<file path="config.mk">
export PLATFORM = sky130hd
export DESIGN_NAME = allocation_tracking_table_top
export DESIGN_NICKNAME = d
export VERILOG_FILES = /design/src/att_pkg.sv /design/src/att_ram.sv /design/src/att_ctrl.sv /design/src/att_dp.sv /design/src/allocation_tracking_table_top.sv
export SDC_FILE = /design/constraint.sdc
export NUM_CORES = 2
export LEC_CHECK = 0
export ABC_AREA = 0
export BUFFER_PORTS_ARGS = -buffer_cell sky130_fd_sc_hd__buf_4
export CAP_MARGIN = 20
export CORE_MARGIN = 2
export CORE_UTILIZATION = 64
export CTS_BUF_LIST = sky130_fd_sc_hd__clkbuf_8
export CTS_CLUSTER_SIZE = 24
export DETAILED_ROUTE_END_ITERATION = 6
export PLACE_DENSITY = 0.82
export SYNTH_ARGS = -nofsm -noshare
export SYNTH_HDL_FRONTEND = slang
export SYNTH_HIERARCHICAL = 1
export SYNTH_SLANG_ARGS = --single-unit
export TNS_END_PERCENT = 30
</file>
<file path="constraint.sdc">
create_clock -name clock -period 9.8 [get_ports clock]
set_clock_uncertainty 0.1 [all_clocks]
set_input_delay 0.98 -clock clock [delete_from_list [all_inputs] [get_ports clock]]
set_output_delay 0.98 -clock clock [all_outputs]
set_load 0.01 [all_outputs]
</file>
<file path="src/att_pkg.sv">
// Shared types, constants and helpers for the allocation tracking table.
// Used by the controller, the datapath and the top level; no dependencies.
package att_pkg;

   localparam int ATT_SLOTS   = 16;
   localparam int ATT_ADDR_W  = 32;
   localparam int ATT_SIZE_W  = 32;
   localparam int ATT_TOTAL_W = 48;
   localparam int ATT_ERR_W   = 4;
   localparam int ATT_REQ_W   = ATT_ADDR_W + ATT_SIZE_W;
   localparam int ATT_RSP_W   = 104;

   // Request kinds carried on req_tuser.
   localparam logic REQ_ALLOC = 1'b0;
   localparam logic REQ_FREE  = 1'b1;

   // Sticky error bit positions.
   localparam int ERR_NULL_ALLOC   = 0;
   localparam int ERR_FULL         = 1;
   localparam int ERR_NULL_FREE    = 2;
   localparam int ERR_UNKNOWN_FREE = 3;

   typedef enum logic [1:0] {
      ST_IDLE,
      ST_SCAN,
      ST_FINISH
   } att_state_type;

   typedef struct packed {
      logic load;
      logic scan;
      logic commit;
   } att_cmd_type;

   typedef struct packed {
      logic null_addr;
      logic scan_done;
      logic out_free;
   } att_status_type;

   function automatic logic [ATT_TOTAL_W-1:0] sat_add(input logic [ATT_TOTAL_W-1:0] total,
                                                     input logic [ATT_SIZE_W-1:0] amount);
      logic [ATT_TOTAL_W:0] sum;
      sum = {1'b0, total} + {{(ATT_TOTAL_W - ATT_SIZE_W + 1){1'b0}}, amount};
      sat_add = sum[ATT_TOTAL_W] ? {ATT_TOTAL_W{1'b1}} : sum[ATT_TOTAL_W-1:0];
   endfunction

endpackage

</file>
<file path="src/att_ram.sv">
// Generic single-write, single-read RAM with a registered read port.
// No dependencies.
module att_ram #(
   parameter int WIDTH = 64,
   parameter int DEPTH = 16,
   parameter int AW    = (DEPTH > 1) ? $clog2(DEPTH) : 1
) (
   input  logic             clock,
   input  logic             wr_en,
   input  logic [AW-1:0]    wr_addr,
   input  logic [WIDTH-1:0] wr_data,
   input  logic             rd_en,
   input  logic [AW-1:0]    rd_addr,
   output logic [WIDTH-1:0] rd_data
);

   logic [WIDTH-1:0] mem_ff [DEPTH];
   logic [WIDTH-1:0] rd_data_ff;

   always_ff @(posedge clock) begin
      if (wr_en) begin
         mem_ff[wr_addr] <= wr_data;
      end
      if (rd_en) begin
         rd_data_ff <= mem_ff[rd_addr];
      end
   end

   assign rd_data = rd_data_ff;

endmodule

</file>
<file path="src/att_ctrl.sv">
// Controller state machine for the allocation tracking table.
// Depends on att_pkg; drives commands to att_dp and reads its status.
module att_ctrl
   import att_pkg::*;
(
   input  logic           clock,
   input  logic           reset,
   input  logic           req_tvalid,
   output logic           req_tready,
   input  att_status_type status,
   output att_cmd_type    cmd
);

   att_state_type state_ff, state_in;

   always_ff @(posedge clock) begin
      if (reset) begin
         state_ff <= ST_IDLE;
      end else begin
         state_ff <= state_in;
      end
   end

   always_comb begin
      state_in   = state_ff;
      cmd        = '0;
      req_tready = 1'b0;
      case (state_ff)
         ST_IDLE: begin
            req_tready = 1'b1;
            if (req_tvalid) begin
               cmd.load = 1'b1;
               state_in = ST_SCAN;
            end
         end
         ST_SCAN: begin
            // A null address never needs the table.
            if (status.null_addr || status.scan_done) begin
               state_in = ST_FINISH;
            end else begin
               cmd.scan = 1'b1;
            end
         end
         ST_FINISH: begin
            if (status.out_free) begin
               cmd.commit = 1'b1;
               state_in   = ST_IDLE;
            end
         end
         default: begin
            state_in = ST_IDLE;
         end
      endcase
   end

endmodule

</file>
<file path="src/att_dp.sv">
// Datapath of the allocation tracking table: request registers, slot scan,
// slot RAM, occupancy bits, totals, sticky errors and the result register.
// Depends on att_pkg and att_ram.
module att_dp
   import att_pkg::*;
#(
   parameter int SLOTS = ATT_SLOTS
) (
   input  logic                  clock,
   input  logic                  reset,
   input  att_cmd_type           cmd,
   output att_status_type        status,
   input  logic [0:0]            req_tuser,
   input  logic [ATT_REQ_W-1:0]  req_tdata,
   output logic                  rsp_tvalid,
   input  logic                  rsp_tready,
   output logic [ATT_RSP_W-1:0]  rsp_tdata
);

   localparam int IDXW = (SLOTS > 1) ? $clog2(SLOTS) : 1;
   localparam int CNTW = $clog2(SLOTS + 1);
   localparam int SLOT_W = ATT_ADDR_W + ATT_SIZE_W;

   // Request registers.
   logic                  req_type_ff;
   logic [ATT_ADDR_W-1:0] req_addr_ff;
   logic [ATT_SIZE_W-1:0] req_size_ff;

   // Scan pipeline: read issue, then compare in the following cycle.
   logic [CNTW-1:0]       cnt_ff, cnt_in;
   logic                  cmp_valid_ff, cmp_valid_in;
   logic [IDXW-1:0]       cmp_idx_ff;
   logic                  found_ff, found_in;
   logic [IDXW-1:0]       found_idx_ff;
   logic [ATT_SIZE_W-1:0] found_size_ff;

   logic [SLOTS-1:0]       occ_ff, occ_in;
   logic [ATT_ERR_W-1:0]   err_ff, err_in;
   logic [ATT_TOTAL_W-1:0] alloc_sum_ff, alloc_sum_in;
   logic [ATT_TOTAL_W-1:0] free_sum_ff, free_sum_in;
   logic                   accepted_ff;
   logic                   rsp_valid_ff, rsp_valid_in;

   logic              rd_en;
   logic [SLOT_W-1:0] rd_data;
   logic              wr_en;
   logic              hit;
   logic              scan_end;
   logic              commit_ok;
   logic              leaked;
   logic              clean;

   att_ram #(
      .WIDTH(SLOT_W),
      .DEPTH(SLOTS),
      .AW   (IDXW)
   ) u_slot_ram (
      .clock  (clock),
      .wr_en  (wr_en),
      .wr_addr(found_idx_ff),
      .wr_data({req_size_ff, req_addr_ff}),
      .rd_en  (rd_en),
      .rd_addr(cnt_ff[IDXW-1:0]),
      .rd_data(rd_data)
   );

   assign scan_end = (cnt_ff == CNTW'(SLOTS));
   assign rd_en    = cmd.scan && !scan_end;

   // A free slot is simply one that is not occupied; stored data is only
   // trusted for occupied slots.
   always_comb begin
      if (req_type_ff == REQ_ALLOC) begin
         hit = cmp_valid_ff && !occ_ff[cmp_idx_ff];
      end else begin
         hit = cmp_valid_ff && occ_ff[cmp_idx_ff] &&
               (rd_data[ATT_ADDR_W-1:0] == req_addr_ff);
      end
   end

   assign status.null_addr = (req_addr_ff == '0);
   assign status.scan_done = found_ff || (scan_end && !cmp_valid_ff);
   assign status.out_free  = !rsp_valid_ff || rsp_tready;

   assign commit_ok = cmd.commit && !status.null_addr && found_ff;
   assign wr_en     = commit_ok && (req_type_ff == REQ_ALLOC);

   always_comb begin
      cnt_in       = cnt_ff;
      cmp_valid_in = cmp_valid_ff;
      found_in     = found_ff;
      if (cmd.load) begin
         cnt_in       = '0;
         cmp_valid_in = 1'b0;
         found_in     = 1'b0;
      end else if (cmd.scan) begin
         cmp_valid_in = rd_en;
         if (rd_en) begin
            cnt_in = cnt_ff + CNTW'(1);
         end
         if (hit) begin
            found_in = 1'b1;
         end
      end
   end

   always_comb begin
      occ_in       = occ_ff;
      err_in       = err_ff;
      alloc_sum_in = alloc_sum_ff;
      free_sum_in  = free_sum_ff;
      if (cmd.commit) begin
         if (req_type_ff == REQ_ALLOC) begin
            if (status.null_addr) begin
               err_in[ERR_NULL_ALLOC] = 1'b1;
            end else if (found_ff) begin
               occ_in[found_idx_ff] = 1'b1;
               alloc_sum_in         = sat_add(alloc_sum_ff, req_size_ff);
            end else begin
               err_in[ERR_FULL] = 1'b1;
            end
         end else begin
            if (status.null_addr) begin
               err_in[ERR_NULL_FREE] = 1'b1;
            end else if (found_ff) begin
               occ_in[found_idx_ff] = 1'b0;
               free_sum_in          = sat_add(free_sum_ff, found_size_ff);
            end else begin
               err_in[ERR_UNKNOWN_FREE] = 1'b1;
            end
         end
      end
   end

   always_comb begin
      rsp_valid_in = rsp_valid_ff;
      if (cmd.commit) begin
         rsp_valid_in = 1'b1;
      end else if (rsp_tready) begin
         rsp_valid_in = 1'b0;
      end
   end

   always_ff @(posedge clock) begin
      if (reset) begin
         cnt_ff       <= '0;
         cmp_valid_ff <= 1'b0;
         found_ff     <= 1'b0;
         occ_ff       <= '0;
         err_ff       <= '0;
         alloc_sum_ff <= '0;
         free_sum_ff  <= '0;
         accepted_ff  <= 1'b0;
         rsp_valid_ff <= 1'b0;
      end else begin
         cnt_ff       <= cnt_in;
         cmp_valid_ff <= cmp_valid_in;
         found_ff     <= found_in;
         occ_ff       <= occ_in;
         err_ff       <= err_in;
         alloc_sum_ff <= alloc_sum_in;
         free_sum_ff  <= free_sum_in;
         rsp_valid_ff <= rsp_valid_in;
         if (cmd.commit) begin
            accepted_ff <= commit_ok;
         end
      end
   end

   always_ff @(posedge clock) begin
      if (cmd.load) begin
         req_type_ff <= req_tuser[0];
         req_addr_ff <= req_tdata[ATT_ADDR_W-1:0];
         req_size_ff <= req_tdata[ATT_REQ_W-1:ATT_ADDR_W];
      end
      cmp_idx_ff <= cnt_ff[IDXW-1:0];
      if (cmd.scan && hit && !found_ff) begin
         found_idx_ff  <= cmp_idx_ff;
         found_size_ff <= rd_data[SLOT_W-1:ATT_ADDR_W];
      end
   end

   // The totals and flags only change on a commit, which happens only once
   // the previous result has left, so the state registers serve as the
   // result register.
   assign leaked = (alloc_sum_ff != free_sum_ff);
   assign clean  = (err_ff == '0) && !leaked;

   assign rsp_tvalid = rsp_valid_ff;
   assign rsp_tdata  = {1'b0, clean, leaked, free_sum_ff, alloc_sum_ff, err_ff, accepted_ff};

endmodule

</file>
<file path="src/allocation_tracking_table_top.sv">
// A request with a nonzero address is resolved by the slot scan, which reads one
// RAM entry per cycle; a null-address request skips the scan. A new request is
// taken only once the previous one has been committed. The next request is taken
// while a result waits on rsp_tready.
// Reset (synchronous, active high) frees all slots and clears totals and errors.
// Top level of the allocation tracking table; depends on att_pkg, att_ctrl, att_dp.
module allocation_tracking_table_top
   import att_pkg::*;
#(
   parameter int SLOTS = ATT_SLOTS
) (
   input  logic                 clock,
   input  logic                 reset,
   input  logic                 req_tvalid,
   output logic                 req_tready,
   input  logic [0:0]           req_tuser,  // [0] req_type
   input  logic [ATT_REQ_W-1:0] req_tdata,  // [31:0] address, [63:32] block_size
   output logic                 rsp_tvalid,
   input  logic                 rsp_tready,
   // [0] accepted, [4:1] error_flags, [52:5] allocated_total,
   // [100:53] freed_total, [101] leaked, [102] clean, [103] zero
   output logic [ATT_RSP_W-1:0] rsp_tdata
);

   att_cmd_type    cmd;
   att_status_type status;

   att_ctrl u_ctrl (
      .clock     (clock),
      .reset     (reset),
      .req_tvalid(req_tvalid),
      .req_tready(req_tready),
      .status    (status),
      .cmd       (cmd)
   );

   att_dp #(
      .SLOTS(SLOTS)
   ) u_dp (
      .clock     (clock),
      .reset     (reset),
      .cmd       (cmd),
      .status    (status),
      .req_tuser (req_tuser),
      .req_tdata (req_tdata),
      .rsp_tvalid(rsp_tvalid),
      .rsp_tready(rsp_tready),
      .rsp_tdata (rsp_tdata)
   );

endmodule

</file>
==> impl_metrics.env <==
export IMPL_status="finished, final reports clean"
export IMPL_grt_ovfl_total=0
export IMPL_slowest_stage="dfxtp_4"
export IMPL_utilization_pct=72.36
export IMPL_synthTopCellsByCount="edfxtp_1, mux4_2, nor2_1"
export IMPL_synthTopCellsByArea="edfxtp_1, mux4_2, dfxtp_1, xnor2_1, a22oi_1"
export IMPL_dp_cells=4051
export IMPL_synth_edff_count=1189
export IMPL_worstPathCellList="buf_4 -> buf_4 -> buf_4 -> mux4_2 -> a22oi_1 -> nand2_1"
export IMPL_period_share_pct=52.13
export IMPL_syn_inst=2906
export IMPL_fp_dieH_um=291.5
export IMPL_arrival_ns=5.58
export IMPL_drv_cap=0
export IMPL_required_ns=10.27
export IMPL_cts_buffer_depth=3
export IMPL_clock_latency_ns=0.87
export IMPL_cts_tree="done"
export IMPL_multi_input_comb_area_um2=13920
export IMPL_rsz0062_at_grt="no"
export IMPL_crit_type="register to register"
export IMPL_path_max_fanout=70
export IMPL_end_kind="register"
export IMPL_setup_viol=0
export IMPL_start_util_pct=64.54
export IMPL_cts_buffers=196
export IMPL_final_area_um2=59320
export IMPL_wire_per_inst_um=28.94
export IMPL_vias=29770
export IMPL_grt_pass1_vias=30290
export IMPL_hold_class="input port to register"
export IMPL_area_delta_synth_final_pct=12.11
export IMPL_powerDensity_nw_per_um2=181.7
export IMPL_ant_nets=0
export IMPL_cp_top_family="buffers and inverters"
export IMPL_postCtsResizedCells=0
export IMPL_grt_total_usage_pct=30.45
export IMPL_synth_main_ff_cell="edfxtp_1"
export IMPL_synth_fp_nets=3043
export IMPL_die_area_um2=84990
export IMPL_grt_pass1_wl_um=189000
export IMPL_coreArea_um2=81980
export IMPL_root_buffer="clkbuf_8"
export IMPL_rows=105
export IMPL_ys_async_sr_fraction_pct=0
export IMPL_h_tree_depth=4
export IMPL_yosys_warnings=6
export IMPL_slowest_delay_ns=1.01
export IMPL_drtIter0Drc=3387
export IMPL_path_buf_inv=3
export IMPL_fin_nets=3320
export IMPL_die_w_um=291.5
export IMPL_port_buffers=173
export IMPL_yosysSeqAreaShare_pct=72.44
export IMPL_ir_worst_vdd_mv=0.1540
export IMPL_dr_pass1_iters=5
export IMPL_antenna_found_initial=3
export IMPL_dpl_cell_area_um2=55500
export IMPL_finalCriticalPeriod_ns=5.109
export IMPL_fill_cells=4645
export IMPL_relSlewSlack_pct=25.99
export IMPL_tightestPinTransition_ns=1.110
export IMPL_top_level_ports=175
export IMPL_cpMostUsedCell="buf_4"
export IMPL_vias_per_cell=6.741
export IMPL_clkTransAtPathRegs_ns=0.06
export IMPL_tns_ns=0
export IMPL_routed_wl_um=127800
export IMPL_power_leakage_nw=19.39
export IMPL_yosysMostFrequentCell="edfxtp_1"
export IMPL_grt_max_degree=119
export IMPL_ys_seq_elements=1320
export IMPL_layout_drive_gt1_share_pct=24.04
export IMPL_seq_area_um2=38330
export IMPL_syn_area_um2=52910
export IMPL_yosysTopAreaCell="edfxtp_1"
export IMPL_dp_hpwl_um=77860
export IMPL_fin_cells=4417
export IMPL_hold_viol_final=0
export IMPL_yosysTopAreaCellShare_pct=67.48
export IMPL_fmax_mhz=195.8
export IMPL_syn_avg_cell_area_um2=18.21
export IMPL_cts_hold_buffers=0
export IMPL_slew_viol_final=0
export IMPL_post_cts_buffers=0
export IMPL_cp_start_kind="register"
export IMPL_synth_cell_types=89
export IMPL_routabilityCongestion=0.9517
export IMPL_numClockSinks=1320
export IMPL_drcViolationCount=0
path summary, 6_finish.rpt:
path	start	to	slack, ns	depth (start not counted)
setup / recovery	u_dp/cnt_ff[1]$_SDFFE_PP0P_	u_dp/u_slot_ram/rd_data[57]$_DFFE_PP_	4.69	6
hold / removal	req_tdata[50]	u_dp/req_size_ff[18]$_DFFE_PP_	0.19	1
setup reg to reg	u_dp/cnt_ff[1]$_SDFFE_PP0P_	u_dp/u_slot_ram/rd_data[57]$_DFFE_PP_	4.69	6
hold reg to reg	u_dp/u_slot_ram/rd_data[39]$_DFFE_PP_	u_dp/found_size_ff[7]$_DFFE_PP_	0.32	0
power by group:
part / internal (mW) / total [mW] / switching (mW)
registers: 6.18 / 6.26 / 0.0891
clock network: 2.11 / 4.18 / 2.07
logic: 0.161 / 0.335 / 0.174
cells by family after synthesis:
logic type	after synthesis	share of synthesized area, %
AND/OR/NAND/NOR	468	4.309
buffers and inverters	171	1.568
XOR/XNOR	151	2.500
multiplexers	265	11.19
flip-flops	1320	72.44
AO/OA/AOI/OAI	462	6.357
other	1	0.007088
adder cells (fa/ha/maj)	68	1.636
metrics by stage:
step                      power, mW  setup WS (ns)  hold slack (ns)
after global routing          11.12          4.565           0.1432
final                         10.78          4.692           0.1928
after floorplan               6.590          1.754           0.2998
after detailed placement      6.715          3.940           0.3045
after global placement        6.696          3.989           0.3004
after CTS                     10.85          4.207           0.1237
sequential cells by signal (all words and copies together) (netlist names), 5 cells and up, named ones only:
name / cells
u_dp/alloc_sum_ff: 48
u_dp/req_addr_ff: 32
u_dp/free_sum_ff: 48
u_dp/u_slot_ram/rd_data: 64
u_dp/u_slot_ram/mem_ff: 1024
u_dp/found_size_ff: 32
u_dp/cnt_ff: 5
u_dp/req_size_ff: 32
per-layer routing:
metal	up-vias	wire [um]	share of wire (%)	track usage (%)
li1	12480	-	-	-
met1	15030	45720	36	40.03
met2	1956	63950	50	50.62
met3	311	13260	10	5.948
met4	2	4896	3.8	12.46
met5	-	19	0.015	0
cell type report:
| cell class | instances | share of cell area [%] |
|---|---|---|
| Tap cell | 1070 | 2.257 |
| Multi-Input combinational cell | 1415 | 23.47 |
| Clock inverter | 153 | 1.470 |
| Timing Repair Buffer | 225 | 3.210 |
| Antenna cell | 2 | 0.008437 |
| Inverter | 25 | 0.1582 |
| Clock buffer | 207 | 4.803 |
| Sequential cell | 1320 | 64.63 |
cells in the final DEF (no fill, tap or decap), drive strengths merged, types with 6 or more instances in the layout:
| cell | synthesis | layout |
|---|---|---|
| nor2 | 145 | 145 |
| clkinv | 0 | 70 |
| nor4 | 22 | 22 |
| o21bai | 13 | 13 |
| a21o | 31 | 31 |
| and2 | 16 | 16 |
| or3 | 8 | 8 |
| and4 | 11 | 11 |
| o21ai | 36 | 36 |
| inv | 25 | 98 |
| nor2b | 10 | 10 |
| clkbuf | 77 | 207 |
| nand3 | 18 | 18 |
| nor3 | 36 | 36 |
| a211oi | 30 | 30 |
| xor2 | 40 | 40 |
| o211ai | 10 | 10 |
| a31oi | 28 | 28 |
| xnor2 | 111 | 111 |
| a22oi | 129 | 129 |
| dfxtp | 131 | 131 |
| mux4 | 261 | 261 |
| a21oi | 89 | 89 |
| and3 | 13 | 13 |
| nand4 | 40 | 40 |
| buf | 69 | 225 |
| a311oi | 51 | 51 |
| edfxtp | 1189 | 1189 |
| o22ai | 6 | 6 |
| nand2 | 126 | 126 |
| nand2b | 7 | 7 |
| ha | 66 | 66 |
No activity file was read; power rests on OpenSTA's default activity.
